[config.mk]
export PLATFORM = sky130hd
export DESIGN_NAME = sacl_set_lookup
export DESIGN_NICKNAME = d
export VERILOG_FILES = /design/src/assert_macros.svh /design/src/sacl_pkg.sv /design/src/sacl_set_lookup.sv
export SDC_FILE = /design/constraint.sdc
export NUM_CORES = 2
export LEC_CHECK = 0
export ABC_CLOCK_PERIOD_IN_PS = 10190
export BUFFER_PORTS_ARGS = -buffer_cell sky130_fd_sc_hd__buf_2
export CORE_AREA = 10 10 423 425
export DETAILED_ROUTE_END_ITERATION = 6
export DIE_AREA = 0 0 433 435
export PLACE_DENSITY = 0.5
export SLEW_MARGIN = 10
export SYNTH_ARGS = -nofsm -noshare
export SYNTH_HDL_FRONTEND = slang
export SYNTH_SLANG_ARGS = --single-unit
[constraint.sdc]
create_clock -name vclk -period 10.19
set_input_delay 3.057 -clock vclk [all_inputs]
set_output_delay 3.057 -clock vclk [all_outputs]
set_load 0.01 [all_outputs]
[src/assert_macros.svh]
// Assertion helpers used by the RTL in set_assoc_cache_lru_sim.sv.
`ifndef ASSERT_MACROS_SVH
`define ASSERT_MACROS_SVH

// Clocked check, off while reset is high.
`define ASSERT_CLK(label, clk, rst, prop, msg) \
  label: assert property (@(posedge clk) disable iff (rst) prop) else $error(msg);

// Clocked check, also live during reset.
`define ASSERT_ALWAYS(label, clk, prop, msg) \
  label: assert property (@(posedge clk) prop) else $error(msg);

`endif

[src/sacl_pkg.sv]
`timescale 1ns / 1ps
`default_nettype none

package sacl_pkg;

  localparam int STAMP_W = 64;
  localparam int CNT_W   = 32;

  typedef enum logic [1:0] {
    CMD_LOAD   = 2'd0,
    CMD_STORE  = 2'd1,
    CMD_MODIFY = 2'd2,
    CMD_FETCH  = 2'd3
  } cmd_t;

  localparam logic [1:0] REG_SET_BITS   = 2'd0;
  localparam logic [1:0] REG_WAYS       = 2'd1;
  localparam logic [1:0] REG_BLOCK_BITS = 2'd2;

  // Outcome of one set lookup
  typedef struct packed {
    logic hit;
    logic evict;
  } lookup_t;

  function automatic logic [CNT_W-1:0] sat_inc(input logic [CNT_W-1:0] v);
    sat_inc = (v == {CNT_W{1'b1}}) ? v : v + CNT_W'(1);
  endfunction

endpackage

`default_nettype wire

[src/sacl_set_lookup.sv]
`timescale 1ns / 1ps
`default_nettype none

module sacl_set_lookup import sacl_pkg::*; #(
  parameter int MAX_WAYS   = 8,
  parameter int ADDR_WIDTH = 64,
  parameter int WAY_W      = 3
) (
  input  logic [MAX_WAYS-1:0]                 valid,
  input  logic [MAX_WAYS-1:0][ADDR_WIDTH-1:0] tags,
  input  logic [MAX_WAYS-1:0][STAMP_W-1:0]    stamps,
  input  logic [MAX_WAYS-1:0]                 use_mask,
  input  logic [ADDR_WIDTH-1:0]               tag,
  output logic [WAY_W-1:0]                    way,
  output lookup_t                             res
);

  logic [MAX_WAYS-1:0] vld;
  logic [MAX_WAYS-1:0] hitv;
  logic [MAX_WAYS-1:0] invv;
  logic [MAX_WAYS-1:0] lruv;
  logic [WAY_W-1:0]    hit_idx;
  logic [WAY_W-1:0]    inv_idx;
  logic [WAY_W-1:0]    lru_idx;

  always_comb begin
    vld  = valid & use_mask;
    hitv = '0;
    invv = '0;
    lruv = '0;
    for (int w = 0; w < MAX_WAYS; w++) begin
      hitv[w] = vld[w] && (tags[w] == tag);
      invv[w] = use_mask[w] && !vld[w];
      // Oldest way: strictly older than lower ways, no newer than higher ways
      lruv[w] = use_mask[w];
      for (int v = 0; v < MAX_WAYS; v++) begin
        if (use_mask[v] && v != w) begin
          if (v < w) begin
            if (!(stamps[w] < stamps[v])) lruv[w] = 1'b0;
          end else begin
            if (stamps[w] > stamps[v]) lruv[w] = 1'b0;
          end
        end
      end
    end
  end

  always_comb begin
    hit_idx = '0;
    inv_idx = '0;
    lru_idx = '0;
    for (int w = MAX_WAYS - 1; w >= 0; w--) begin
      if (hitv[w]) hit_idx = WAY_W'(w);
      if (invv[w]) inv_idx = WAY_W'(w);
      if (lruv[w]) lru_idx = WAY_W'(w);
    end
  end

  always_comb begin
    res.hit   = |hitv;
    res.evict = !(|hitv) && !(|invv);
    if (|hitv) begin
      way = hit_idx;
    end else if (|invv) begin
      way = inv_idx;
    end else begin
      way = lru_idx;
    end
  end

endmodule

`default_nettype wire
==> flow_summary.json <==
{
  "p_total_mw": 2.889,
  "whs_ns": 6.819,
  "antenna_found_initial": 133,
  "gp_congestion": 1.105,
  "drv_cap": 0,
  "fillCellCount": 18376,
  "critPathCaptureType": "output port",
  "worst-endpoint-arrival_ns": 7.15,
  "ir_drop_uv": 35.15,
  "worst_pin_slew_ns": 1.295,
  "drive_gt1_share_pct": 20.90,
  "fin_area_sq_mm": 0.05765,
  "syn_avg_cell_area_sq_um": 7.757,
  "violations": "setup timing",
  "syn-num-nets": 8839,
  "power.leakage_nw": 29.68,
  "grt_overflow_total": 0,
  "ys_warn_count": 0,
  "chipHeight_um": 435,
  "outcome": "finished with violations",
  "placed_cells": 9603,
  "final.setup.worst_slack_ns": -0.01422,
  "grt_pass1_vias": 55227,
  "place.detailed.hpwl_um": 318500,
  "setup_viol": 1,
  "vias_per_cell": 5.957,
  "min_from": "tags[158]",
  "synthToLayoutAreaGrowth_pct": 24.46,
  "relSlewSlack_pct": 12.76,
  "yosysSeqAreaShare_pct": 0,
  "synthCells": 5971,
  "grt_pass1_wl_um": 470800,
  "grt_usage_pct": 35.62,
  "placementRows": 152,
  "wirelength_um": 355900,
  "drtIter0Drc": 5870,
  "post-route-min-period_ns": 10.20,
  "min_path_cells": 7,
  "final_cells": 9714,
  "dr.pass1.iters": 6,
  "post-route-util_pct": 33.79,
  "regArea_sq_um": 0,
  "start_util_pct": 27.15,
  "die_area_sq_mm": 0.1884,
  "finalMaxSlewViolations": 0,
  "drc_errors": 0,
  "finalCritPeriodShare_pct": 100.1,
  "port_buffers": 1109,
  "final-hold-violation-count": 0,
  "antenna_left": 0,
  "cp_max_fo": 5,
  "max_clock_freq_mhz": 98.00,
  "routedWlPerCell_um": 36.64,
  "power-per-cell-area_mw_per_mm2": 50.11,
  "start_kind": "input pin",
  "grt_max_degree": 12,
  "synth_area_sq_mm": 0.04632,
  "nets": 10261,
  "post_dp_cell_area_sq_mm": 0.05711,
  "n_clock_buffer": 0,
  "dieWidth_um": 433,
  "critical_path_class": "in -> out",
  "core_sq_mm": 0.1706,
  "hold_path_class": "in -> out",
  "worstPathRequired_ns": 7.13,
  "num_vias": 57868,
  "whs_endpoint": "res[1]",
  "ios": 1109,
  "synthDistinctLibCells": 81,
  "seq_cell_count": 0
}
through the flow:
step	worst slack [ns]	setup TNS, ns
6_report	-0.01422	-0.01422
5_1_grt	-0.03216	-0.04201
4_1_cts	-0.06646	-0.06646
3_5_place_dp	-0.5641	-0.7285
3_3_place_gp	-0.4502	-0.5663
2_1_floorplan	1.561	0
layer usage:
metal  routed length, um  up-vias  GRT usage, %
met2              152100     3286         54.79
met1              146900    27930         45.55
met5                 320        -             0
met4               22490       52         18.60
li1                    -    25911             -
met3               34080      689         8.858
area by class of cell:
class / count / area [sq um] / share of cell area, %
diodes: 90 / 225.2 / 0.3907
repair buffers: 1486 / 8406 / 14.58
multi-input cells: 5343 / 44080 / 76.46
well taps: 2233 / 2794 / 4.847
inverters: 562 / 2147 / 3.724
report_power, final:
group | switching, mW | internal (mW) | total, mW
Combinational | 1.83 | 1.06 | 2.89
Sequential | 0 | 0 | 0
Clock | 0 | 0.00000107 | 0.00000107
Total | 1.83 | 1.06 | 2.89
cell usage in the layout, fill, tap and decap left out, types with 23 or more instances in the layout:
master / Yosys / layout
ha_1: 1764 / 1764
buf_2: 21 / 1109
a21oi_1: 575 / 573
inv_1: 561 / 551
buf_4: 1 / 375
nand2_1: 356 / 356
nand4_1: 355 / 355
o21ai_0: 332 / 322
nor2_1: 253 / 253
xnor2_1: 249 / 249
nand3_1: 178 / 178
xor2_1: 159 / 159
a21o_1: 151 / 151
a211oi_1: 116 / 114
nor4_1: 103 / 98
nor3_1: 96 / 93
diode_2: 0 / 90
and4_1: 48 / 48
a221oi_1: 48 / 44
nand2b_1: 44 / 44
o211ai_1: 41 / 41
o21a_1: 40 / 40
a2111oi_0: 42 / 38
nor2b_1: 34 / 34
o22ai_1: 29 / 29
o221ai_1: 24 / 23
critical path: stages:
cell and delay [ns]:
buf_2 0.13, inv_1 0.26, ha_1 0.32, a21oi_1 0.13
o21ai_0 0.15, a221oi_1 0.63, a31oi_1 0.18, buf_4 0.17
nor4_1 0.44, o31ai_1 0.22, o21ai_0 0.15, nand3b_1 0.12
buf_4 0.14, nor2_1 0.20, nor3_2 0.09, a211oi_4 0.43
buf_4 0.18, buf_2 0.12
synthesized netlist by cell type (5+ instances only):
cell type | n | area, sq um
o211a_1 | 5 | 50.05
a221o_1 | 21 | 210.2
a21oi_1 | 575 | 2878
o2bb2ai_1 | 16 | 140.1
o22ai_1 | 29 | 181.4
a211o_1 | 17 | 148.9
nor2_1 | 253 | 949.7
a22o_1 | 9 | 78.83
nor4_1 | 103 | 644.4
a22oi_1 | 13 | 97.59
o21bai_1 | 13 | 97.59
or2_2 | 12 | 75.07
o221ai_1 | 24 | 210.2
o2111ai_1 | 17 | 148.9
nand3_1 | 178 | 890.9
nor2b_1 | 34 | 212.7
nor4b_1 | 6 | 52.55
a221oi_1 | 48 | 420.4
a211oi_1 | 116 | 870.8
a31oi_1 | 20 | 125.1
xnor2_1 | 249 | 2181
and4_1 | 48 | 420.4
o211ai_1 | 41 | 307.8
clkbuf_1 | 44 | 165.2
nor3_1 | 96 | 480.5
or4_1 | 16 | 120.1
a2111oi_0 | 42 | 367.9
nand4_1 | 355 | 2221
a21o_1 | 151 | 1134
o31a_1 | 6 | 52.55
and3_1 | 15 | 93.84
buf_2 | 21 | 105.1
inv_1 | 561 | 2106
o31ai_1 | 12 | 90.09
a2111o_1 | 5 | 56.30
a21boi_0 | 9 | 67.56
nand2b_1 | 44 | 275.3
or3_1 | 16 | 100.1
o21a_1 | 40 | 300.3
nand2_1 | 356 | 1336
and2_1 | 12 | 75.07
a311oi_1 | 6 | 52.55
o21ai_0 | 332 | 1662
ha_1 | 1764 | 22070
xor2_1 | 159 | 1393
how the worst max path moves through the flow:
stage / startpoint / end / slack, ns / depth (start not counted)
floorplan: stamps[209] / way[2] / 1.56 / 13
global placement: stamps[241] / way[2] / -0.45 / 17
detailed placement: stamps[19] / way[2] / -0.56 / 19
CTS: stamps[19] / way[2] / -0.07 / 19
global route: stamps[87] / way[2] / -0.03 / 17
finish: stamps[159] / way[2] / -0.01 / 18
cells by family (layout without fill, tap and decap cells):
kind of cell | count (synthesis) | after routing | share of synthesized area, %
fa+ha+maj | 1764 | 1764 | 47.65
xor+xnor | 408 | 408 | 7.715
other cells | 0 | 90 | 0
buf+inv | 628 | 2048 | 5.154
simple gates | 1564 | 1564 | 17.55
compound gates | 1607 | 1607 | 21.93
timing repair:
| action | 4_1_cts | 5_1_grt |
|---|---|---|
| endpoints found under the setup margin | 3 | 3 |
| buffers inserted | 0 | 21 |
| hold buffers | 0 | 0 |
| gates resized for setup | 8 | 36 |
| pin swaps | 1 | 5 |
Note: power is estimated with default switching activity, not from simulation.
